**config.mk**
```make
export PLATFORM = sky130hd
export DESIGN_NAME = two_strain_birth_death_ssa_step
export DESIGN_NICKNAME = d
export VERILOG_FILES = /design/src/hdl/tsbdssa_pkg.sv /design/src/hdl/two_strain_birth_death_ssa_step.sv
export SDC_FILE = /design/constraint.sdc
export NUM_CORES = 2
export LEC_CHECK = 0
export ABC_AREA = 1
export BUFFER_PORTS_ARGS = -buffer_cell sky130_fd_sc_hd__buf_2
export CAP_MARGIN = 20
export CORE_ASPECT_RATIO = 1.75
export CORE_MARGIN = 2
export CORE_UTILIZATION = 23
export CTS_CLUSTER_SIZE = 12
export DETAILED_ROUTE_END_ITERATION = 8
export PLACE_DENSITY_LB_ADDON = 0.1
export SETUP_SLACK_MARGIN = 0.4
export SYNTH_ARGS = -nofsm -noshare
export SYNTH_HDL_FRONTEND = slang
export SYNTH_SLANG_ARGS = --single-unit
```
**constraint.sdc**
```tcl
create_clock -name clk -period 30.3 [get_ports clk]
set_clock_uncertainty 0.15 [all_clocks]
set_input_delay 4.545 -clock clk [delete_from_list [all_inputs] [get_ports clk]]
set_output_delay 4.545 -clock clk [all_outputs]
set_load 0.02 [all_outputs]
```
**src/hdl/tsbdssa_pkg.sv**
```systemverilog
// ----------------------------------------------------------------------------
// tsbdssa_pkg
// Types and constants shared by the two-strain birth-death event stepper and
// its port checker.
// ----------------------------------------------------------------------------
package tsbdssa_pkg;

    typedef struct packed {
        logic        action;
        logic [31:0] uniform_draw;
        logic [31:0] exp_draw;
    } in_t;

    typedef struct packed {
        logic [15:0] sensitive_count;
        logic [15:0] resistant_count;
        logic [47:0] elapsed_time;
        logic [2:0]  event_kind;
        logic [1:0]  run_status;
    } out_t;

    typedef enum logic [2:0] {
        ST_IDLE,
        ST_MUL,
        ST_CMP,
        ST_DIV,
        ST_UPD,
        ST_PHASE,
        ST_FINISH
    } state_t;

    // Register indexes of the configuration port.
    localparam logic [2:0] CFG_MODE        = 3'd0;
    localparam logic [2:0] CFG_KILL_S      = 3'd1;
    localparam logic [2:0] CFG_KILL_R      = 3'd2;
    localparam logic [2:0] CFG_TREAT_END   = 3'd3;
    localparam logic [2:0] CFG_BIRTH_S     = 3'd4;
    localparam logic [2:0] CFG_BIRTH_R     = 3'd5;
    localparam logic [2:0] CFG_CROWD       = 3'd6;
    localparam logic [2:0] CFG_INIT_S      = 3'd7;

    // Event codes.
    localparam logic [2:0] EV_S_BIRTH = 3'd0;
    localparam logic [2:0] EV_S_DEATH = 3'd1;
    localparam logic [2:0] EV_R_BIRTH = 3'd2;
    localparam logic [2:0] EV_R_DEATH = 3'd3;
    localparam logic [2:0] EV_NONE    = 3'd4;

    // Run status codes.
    localparam logic [1:0] RUN_ACTIVE  = 2'd0;
    localparam logic [1:0] RUN_SUCCESS = 2'd1;
    localparam logic [1:0] RUN_FAILED  = 2'd2;

    localparam logic [47:0] TIME_MAX   = 48'hFFFF_FFFF_FFFF;
    localparam logic [15:0] POP_MAX    = 16'hFFFF;
    localparam logic [33:0] DEATH_Q16  = 34'd32768;

    localparam logic [23:0] BIRTH_S_RST = 24'd720896;
    localparam logic [23:0] BIRTH_R_RST = 24'd694682;
    localparam logic [31:0] CROWD_RST   = 32'd4294967;
    localparam logic [15:0] INIT_S_RST  = 16'd10500;

    // Last step of the multiply, compare and divide phases of the sequencer.
    localparam logic [5:0] MUL_LAST = 6'd11;
    localparam logic [5:0] CMP_LAST = 6'd3;
    localparam logic [5:0] DIV_LAST = 6'd55;

endpackage

```
**src/hdl/two_strain_birth_death_ssa_step.sv**
```systemverilog
// ----------------------------------------------------------------------------
// two_strain_birth_death_ssa_step
// One Gillespie direct-method event per item for a two-strain birth-death
// population model, built around one shared multiplier and a restoring divider.
// ----------------------------------------------------------------------------
// An event item passes from acceptance to the result being offered through
// the shared 34 by 17 bit multiplier (crowding term, four event rates and
// the 32 by 52 bit selection product in four partial products), cumulative
// comparison, then, unless the total rate is zero, the one-bit-per-cycle
// divider that forms the waiting time, update and phase check, and last the
// output load. A start item, or an event item arriving with no run active,
// goes straight to the output load. The input is stalled for the whole time
// an item is in work; the finished result sits in an output register and
// the block returns to accept the next item as soon as that register has
// been loaded. Configuration registers are written through a plain write
// port and should only be changed while the block is idle.
// ----------------------------------------------------------------------------
module two_strain_birth_death_ssa_step
    import tsbdssa_pkg::*;
(
    input  logic        clk,
    input  logic        rst_n,
    input  logic        cfg_we,
    input  logic [2:0]  cfg_index,
    input  logic [31:0] cfg_data,
    input  logic        in_valid,
    output logic        in_stall,
    input  in_t         in_data,
    output logic        out_valid,
    input  logic        out_stall,
    output out_t        out_data
);

    // Configuration registers.
    logic        mode_reg;
    logic [25:0] kill_s_reg;
    logic [25:0] kill_r_reg;
    logic [31:0] tend_reg;
    logic [23:0] birth_s_reg;
    logic [23:0] birth_r_reg;
    logic [31:0] crowd_coef_reg;
    logic [15:0] init_s_reg;

    // Run state.
    logic [15:0] sens_reg;
    logic [15:0] res_reg;
    logic [47:0] time_reg;
    logic        post_reg;
    logic [1:0]  status_reg;

    // Sequencer.
    state_t      state_reg;
    state_t      state_next;
    logic [5:0]  cnt_reg;

    // Datapath working registers.
    logic [31:0] u_reg;
    logic [23:0] bs_eff_reg;
    logic [23:0] br_eff_reg;
    logic [33:0] ds_reg;
    logic [33:0] dr_reg;
    logic [50:0] prod_reg;
    logic [49:0] rate_reg [4];
    logic [51:0] total_reg;
    logic [83:0] acc_reg;
    logic [51:0] cum_reg;
    logic        found_reg;
    logic [2:0]  kind_reg;
    logic [51:0] rem_reg;
    logic [55:0] dvd_reg;
    out_t        out_reg;
    logic        out_valid_reg;

    logic        in_accept;
    logic        out_free;
    logic        drug;
    logic [33:0] mul_a;
    logic [16:0] mul_b;
    logic [32:0] crowd;
    logic [51:0] sel;
    logic [51:0] cum_next;
    logic [52:0] trial;
    logic        trial_ge;
    logic [56:0] time_sum;
    logic [47:0] tend_q;
    logic        late;

    assign in_accept = in_valid && !in_stall;
    // The output register can take a new result when empty or being drained.
    assign out_free  = !out_valid_reg || !out_stall;
    // While treatment lasts the drug takes part in the rates.
    assign drug      = !post_reg;
    assign crowd     = prod_reg[48:16];
    assign sel       = acc_reg[83:32];
    assign cum_next  = cum_reg + {2'b00, rate_reg[cnt_reg[1:0]]};
    assign trial     = {rem_reg, dvd_reg[55]};
    assign trial_ge  = trial >= {1'b0, total_reg};
    assign time_sum  = {9'd0, time_reg} + {1'b0, dvd_reg};
    assign tend_q    = {tend_reg, 16'd0};
    assign late      = time_reg > tend_q;

    // Operand selection for the shared multiplier. The product is registered
    // and taken up in the cycle after the operands were issued.
    always_comb
    begin
        mul_a = '0;
        mul_b = '0;
        case (cnt_reg)
            6'd0:
            begin
                mul_a = {2'b00, crowd_coef_reg};
                mul_b = {1'b0, sens_reg} + {1'b0, res_reg};
            end
            6'd2:
            begin
                mul_a = {10'd0, bs_eff_reg};
                mul_b = {1'b0, sens_reg};
            end
            6'd3:
            begin
                mul_a = {10'd0, br_eff_reg};
                mul_b = {1'b0, res_reg};
            end
            6'd4:
            begin
                mul_a = ds_reg;
                mul_b = {1'b0, sens_reg};
            end
            6'd5:
            begin
                mul_a = dr_reg;
                mul_b = {1'b0, res_reg};
            end
            6'd7:
            begin
                mul_a = {2'b00, u_reg};
                mul_b = total_reg[16:0];
            end
            6'd8:
            begin
                mul_a = {2'b00, u_reg};
                mul_b = total_reg[33:17];
            end
            6'd9:
            begin
                mul_a = {2'b00, u_reg};
                mul_b = total_reg[50:34];
            end
            6'd10:
            begin
                mul_a = {2'b00, u_reg};
                mul_b = {16'd0, total_reg[51]};
            end
            default:
            begin
                mul_a = '0;
                mul_b = '0;
            end
        endcase
    end

    // Next state of the sequencer.
    always_comb
    begin
        state_next = state_reg;
        case (state_reg)
            ST_IDLE:
            begin
                if (in_accept)
                begin
                    if (in_data.action && status_reg == RUN_ACTIVE)
                        state_next = ST_MUL;
                    else
                        state_next = ST_FINISH;
                end
            end
            ST_MUL:
            begin
                if (cnt_reg == MUL_LAST)
                    state_next = ST_CMP;
            end
            ST_CMP:
            begin
                if (cnt_reg == CMP_LAST)
                    state_next = (total_reg == '0) ? ST_FINISH : ST_DIV;
            end
            ST_DIV:
            begin
                if (cnt_reg == DIV_LAST)
                    state_next = ST_UPD;
            end
            ST_UPD:
                state_next = ST_PHASE;
            ST_PHASE:
                state_next = ST_FINISH;
            ST_FINISH:
            begin
                if (out_free)
                    state_next = ST_IDLE;
            end
            default:
                state_next = ST_IDLE;
        endcase
    end

    // Handshake outputs.
    always_comb
    begin
        in_stall  = (state_reg != ST_IDLE);
        out_valid = out_valid_reg;
        out_data  = out_reg;
    end

    // Control state and configuration.
    always_ff @(posedge clk or negedge rst_n)
    begin
        if (!rst_n)
        begin
            state_reg      <= ST_IDLE;
            cnt_reg        <= '0;
            out_valid_reg  <= 1'b0;
            mode_reg       <= 1'b0;
            kill_s_reg     <= '0;
            kill_r_reg     <= '0;
            tend_reg       <= '0;
            birth_s_reg    <= BIRTH_S_RST;
            birth_r_reg    <= BIRTH_R_RST;
            crowd_coef_reg <= CROWD_RST;
            init_s_reg     <= INIT_S_RST;
            sens_reg       <= '0;
            res_reg        <= '0;
            time_reg       <= '0;
            post_reg       <= 1'b0;
            status_reg     <= RUN_FAILED;
        end
        else
        begin
            state_reg <= state_next;

            if (state_next != state_reg)
                cnt_reg <= '0;
            else
                cnt_reg <= cnt_reg + 6'd1;

            if (cfg_we)
            begin
                case (cfg_index)
                    CFG_MODE:      mode_reg       <= cfg_data[0];
                    CFG_KILL_S:    kill_s_reg     <= cfg_data[25:0];
                    CFG_KILL_R:    kill_r_reg     <= cfg_data[25:0];
                    CFG_TREAT_END: tend_reg       <= cfg_data;
                    CFG_BIRTH_S:   birth_s_reg    <= cfg_data[23:0];
                    CFG_BIRTH_R:   birth_r_reg    <= cfg_data[23:0];
                    CFG_CROWD:     crowd_coef_reg <= cfg_data;
                    CFG_INIT_S:    init_s_reg     <= cfg_data[15:0];
                    default:       mode_reg       <= mode_reg;
                endcase
            end

            // A start item resets the run.
            if (state_reg == ST_IDLE && in_accept && !in_data.action)
            begin
                sens_reg   <= init_s_reg;
                res_reg    <= 16'd1;
                time_reg   <= '0;
                post_reg   <= 1'b0;
                status_reg <= RUN_ACTIVE;
            end

            // Time advances with saturation and the chosen event is applied.
            if (state_reg == ST_UPD)
            begin
                time_reg <= (time_sum > {9'd0, TIME_MAX}) ? TIME_MAX : time_sum[47:0];
                case (kind_reg)
                    EV_S_BIRTH:
                    begin
                        if (sens_reg != POP_MAX)
                            sens_reg <= sens_reg + 16'd1;
                    end
                    EV_S_DEATH:
                    begin
                        if (sens_reg != '0)
                            sens_reg <= sens_reg - 16'd1;
                    end
                    EV_R_BIRTH:
                    begin
                        if (res_reg != POP_MAX)
                            res_reg <= res_reg + 16'd1;
                    end
                    default:
                    begin
                        if (res_reg != '0)
                            res_reg <= res_reg - 16'd1;
                    end
                endcase
            end

            // End of the treatment phase and end of the run.
            if (state_reg == ST_PHASE)
            begin
                if (!post_reg)
                begin
                    if (late || res_reg == '0)
                    begin
                        if (sens_reg == '0)
                            sens_reg <= 16'd1;
                        if (res_reg == '0)
                            status_reg <= late ? RUN_SUCCESS : RUN_FAILED;
                        else
                            post_reg <= 1'b1;
                    end
                end
                else
                begin
                    if (res_reg == '0)
                        status_reg <= RUN_SUCCESS;
                    else if (sens_reg == '0)
                        status_reg <= RUN_FAILED;
                end
            end

            if (state_reg == ST_FINISH && out_free)
                out_valid_reg <= 1'b1;
            else if (!out_stall)
                out_valid_reg <= 1'b0;
        end
    end

    // Datapath working registers, which need no reset.
    always_ff @(posedge clk)
    begin
        prod_reg <= mul_a * mul_b;

        case (state_reg)
            ST_IDLE:
            begin
                u_reg     <= in_data.uniform_draw;
                dvd_reg   <= {in_data.exp_draw, 24'd0};
                total_reg <= '0;
                acc_reg   <= '0;
                kind_reg  <= EV_NONE;
            end
            ST_MUL:
            begin
                case (cnt_reg)
                    6'd1:
                    begin
                        // Effective per-cell rates once the crowding term is known.
                        if (drug && !mode_reg)
                        begin
                            bs_eff_reg <= ({2'b00, birth_s_reg} > kill_s_reg) ?
                                          birth_s_reg - kill_s_reg[23:0] : '0;
                            br_eff_reg <= ({2'b00, birth_r_reg} > kill_r_reg) ?
                                          birth_r_reg - kill_r_reg[23:0] : '0;
                        end
                        else
                        begin
                            bs_eff_reg <= birth_s_reg;
                            br_eff_reg <= birth_r_reg;
                        end
                        if (drug && mode_reg)
                        begin
                            ds_reg <= DEATH_Q16 + {1'b0, crowd} + {8'd0, kill_s_reg};
                            dr_reg <= DEATH_Q16 + {1'b0, crowd} + {8'd0, kill_r_reg};
                        end
                        else
                        begin
                            ds_reg <= DEATH_Q16 + {1'b0, crowd};
                            dr_reg <= DEATH_Q16 + {1'b0, crowd};
                        end
                    end
                    6'd3:
                    begin
                        rate_reg[0] <= prod_reg[49:0];
                        total_reg   <= total_reg + {2'b00, prod_reg[49:0]};
                    end
                    6'd4:
                    begin
                        rate_reg[2] <= prod_reg[49:0];
                        total_reg   <= total_reg + {2'b00, prod_reg[49:0]};
                    end
                    6'd5:
                    begin
                        rate_reg[1] <= prod_reg[49:0];
                        total_reg   <= total_reg + {2'b00, prod_reg[49:0]};
                    end
                    6'd6:
                    begin
                        rate_reg[3] <= prod_reg[49:0];
                        total_reg   <= total_reg + {2'b00, prod_reg[49:0]};
                    end
                    6'd8:  acc_reg <= acc_reg + {33'd0, prod_reg};
                    6'd9:  acc_reg <= acc_reg + {16'd0, prod_reg, 17'd0};
                    6'd10: acc_reg <= acc_reg + {prod_reg[49:0], 34'd0};
                    6'd11: acc_reg <= acc_reg + {prod_reg[32:0], 51'd0};
                    default: acc_reg <= acc_reg;
                endcase
                cum_reg   <= '0;
                found_reg <= 1'b0;
                kind_reg  <= EV_S_BIRTH;
            end
            ST_CMP:
            begin
                // First event whose cumulative rate exceeds the selection value.
                cum_reg <= cum_next;
                if (cnt_reg == CMP_LAST && total_reg == '0)
                    kind_reg <= EV_NONE;
                else if (!found_reg && sel < cum_next)
                begin
                    found_reg <= 1'b1;
                    kind_reg  <= {1'b0, cnt_reg[1:0]};
                end
                rem_reg <= '0;
            end
            ST_DIV:
            begin
                // Restoring division; the quotient shifts in behind the dividend.
                if (trial_ge)
                    rem_reg <= trial[51:0] - total_reg;
                else
                    rem_reg <= trial[51:0];
                dvd_reg <= {dvd_reg[54:0], trial_ge};
            end
            ST_FINISH:
            begin
                if (out_free)
                begin
                    out_reg.sensitive_count <= sens_reg;
                    out_reg.resistant_count <= res_reg;
                    out_reg.elapsed_time    <= time_reg;
                    out_reg.event_kind      <= kind_reg;
                    out_reg.run_status      <= status_reg;
                end
            end
            default:
                u_reg <= u_reg;
        endcase
    end

endmodule

```
==> reports/metrics.cfg <==
[worst_setup_path]
path_buf_inv=9
cp.required_ps=30900
arrival_ps=12520
endpoint_kind=flop
cp_common_cell=fa_1
r2r_setup_slack_ps=18390
reg2reg_depth=30
r2r_end=prod_reg[42]
cpLargestDelayFamily=adder cells
reg2reg_from=cnt_reg[1]
cp_max_fo=33
cp_slowest_cell=nor2_1
cp-start-kind=flop
path_class=flop to flop
critPathMaxStageDelay_ps=730

[routing]
dr.max_layer_used=met5
wirelength_um=560900
drtAntennaViolNets=0
vias=94880
wire_per_inst_um=28.80
wl_met3_um=18400
wl_met2_um=301100
met1_length_um=191100
drc=0
drtIter0Drc=6381
vias_per_cell=4.871
drt_pass1_iterations=8

[synth]
ys_warn_count=0
synth-seq-cells=1058
synth-async-reset-ratio_pct=25.90
syn-mean-instance-area_um2=7.370
synth_ff_type=edfxtp_1
synth_area_um2=99070
syn-num-nets=14760
yosysSeqAreaShare_pct=30.20
synth_cells=13440
netlist-cell-type-count=77
synth_enable_flop_cells=733

[hold_path]
min_to=tend_reg[25]
hold_path_class=flop to flop
hold_start=tend_reg[25]
holdPathStages=2

[sta]
fmaxAchievable_mhz=83.93
fin_crit_ps=11910
tns_ps=0
rsz0062_at_grt=no
finalHoldViolCount=0
finalMaxSlewViolations=0
maxSlewHeadroom_pct=12.39
setup_viol=0
period_share_pct=39.32
worst_pin_slew_ps=1314
whs_ps=335.8

[grt]
grt_pass1_vias=99530
grt_remaining_overflow=0
antenna_found_initial=67
track_usage_pct=25.14
grt_pass1_wl_um=770400
grt_max_degree=117

[placement]
place.port_buffers=191
gp_congestion=1.002
dp_hpwl_um=457300

[cts]
cts_sinks=1058
numCtsBuffers=142
post_cts_buffers=0
cts_buffer_depth=4
clk_latency_ps=940
cts_tree=yes
hold_buffers=0
htreeDepth=4
clockRootBuffer=clkbuf_16
clk_pin_slew_worst_paths_ps=70
cts-resized-gates=0

[floorplanning]
initial_core_util_pct=23.12
num_rows=318
die_h_um=872.2
core_um2=428500
dieWidth_um=500.1
dieArea_um2=436200
io_pins=192

[final_layout]
fin_nets=15010
drive_gt1_share_pct=6.218
largest_reg_flops=200
syn2layout_area_growth_pct=13.44

[run]
max_cap_viol_count=0

[run_status]
outcome=complete, no violations

==> tightest hold or removal path: cells and delay by family, from the launching register on <==
family / cells / cell delay (ps)
flip-flops: 1 / 340
AO/OA/AOI/OAI: 1 / 60
AND/OR/NAND/NOR: 1 / 50
==> logic make-up after synthesis <==
group	synth area share (%)
compound gates	14.37
simple gates	24.43
fa+ha+maj	19.01
buf+inv	9.151
xor+xnor	2.838
flops	30.20
==> stage by stage <==
step | setup WS [ps] | std cells | area [um^2] | utilization (%)
6_report | 18390 | 19480 | 112400 | 26.23
5_1_grt | 18130 | 19460 | 112300 | 26.21
4_1_cts | 18200 | 19400 | 112200 | 26.18
3_5_place_dp | 18320 | 19150 | 107700 | 25.13
3_3_place_gp | 18090 | 19150 | 107700 | 25.12
2_1_floorplan | 20340 | 13440 | 99070 | -
==> synthesized netlist by cell type, drive strengths merged (110+ instances only) <==
cell       n  area share, %
nand2   3313             13
inv     2047            7.8
nor2    1551            6.0
o21ai   1051            5.3
a21oi   1001            5.1
edfxtp   733             22
ha       718            9.1
nand3    587            3.0
fa       492            9.9
dfrtp    246            6.2
xor2     184            1.6
clkbuf   167           0.63
nor3     160           0.87
xnor2    137            1.2
buf      135           0.73
nand4    110           0.69
==> per-layer routing <==
| layer | vias up | global-route usage, % |
|---|---|---|
| met2 | 2406 | 48.15 |
| li1 | 44670 | - |
| met3 | 1113 | 2.750 |
| met5 | - | 0 |
| met4 | 20 | 19.52 |
| met1 | 46670 | 24.29 |
==> cell usage in the layout, fill, tap and decap left out, types with 27 or more instances in the layout <==
| cell | count |
|---|---|
| nor3_1 | 144 |
| o21ai_0 | 1029 |
| nand3b_1 | 39 |
| nand2_1 | 3297 |
| inv_2 | 37 |
| a21boi_0 | 32 |
| o22ai_1 | 86 |
| a221oi_1 | 27 |
| fa_1 | 492 |
| o21bai_1 | 74 |
| nand3_1 | 570 |
| buf_4 | 220 |
| dfxtp_1 | 39 |
| dfstp_2 | 28 |
| or2_2 | 38 |
| o211ai_1 | 32 |
| diode_2 | 80 |
| a21o_1 | 63 |
| clkbuf_16 | 145 |
| a21oi_1 | 996 |
| nand4_1 | 110 |
| ha_1 | 718 |
| edfxtp_1 | 733 |
| inv_1 | 2006 |
| xnor2_1 | 137 |
| dfrtp_1 | 244 |
| xor2_1 | 184 |
| buf_2 | 190 |
| o21a_1 | 38 |
| a31oi_1 | 96 |
| nor2_1 | 1510 |
| nor4_1 | 66 |
==> layout make-up <==
type | instances | area [um^2]
clock inverters | 66 | 654.4
flip-flops and latches | 1058 | 29940
multi-input cells | 10030 | 60360
inverters | 2055 | 7719
fillers | 47920 | 316100
repair buffers | 413 | 2665
well taps | 5600 | 7007
clock buffers | 179 | 3836
diodes | 80 | 200.2
==> worst max path at each step <==
stage / from / endpoint / slack, ps / cells after the start
floorplan: state_reg[2] / br_eff_reg[0] / 20340 / 5
detailed placement: cnt_reg[1] / prod_reg[42] / 18320 / 33
global route: cnt_reg[1] / prod_reg[42] / 18130 / 30
finish: cnt_reg[1] / prod_reg[42] / 18390 / 30
CTS: cnt_reg[1] / prod_reg[42] / 18200 / 30
global placement: cnt_reg[1] / prod_reg[42] / 18090 / 31
Power is left out: the tool's default activity adds up to more than one toggle a clock period on the data nets, which glitch-free logic cannot reach.
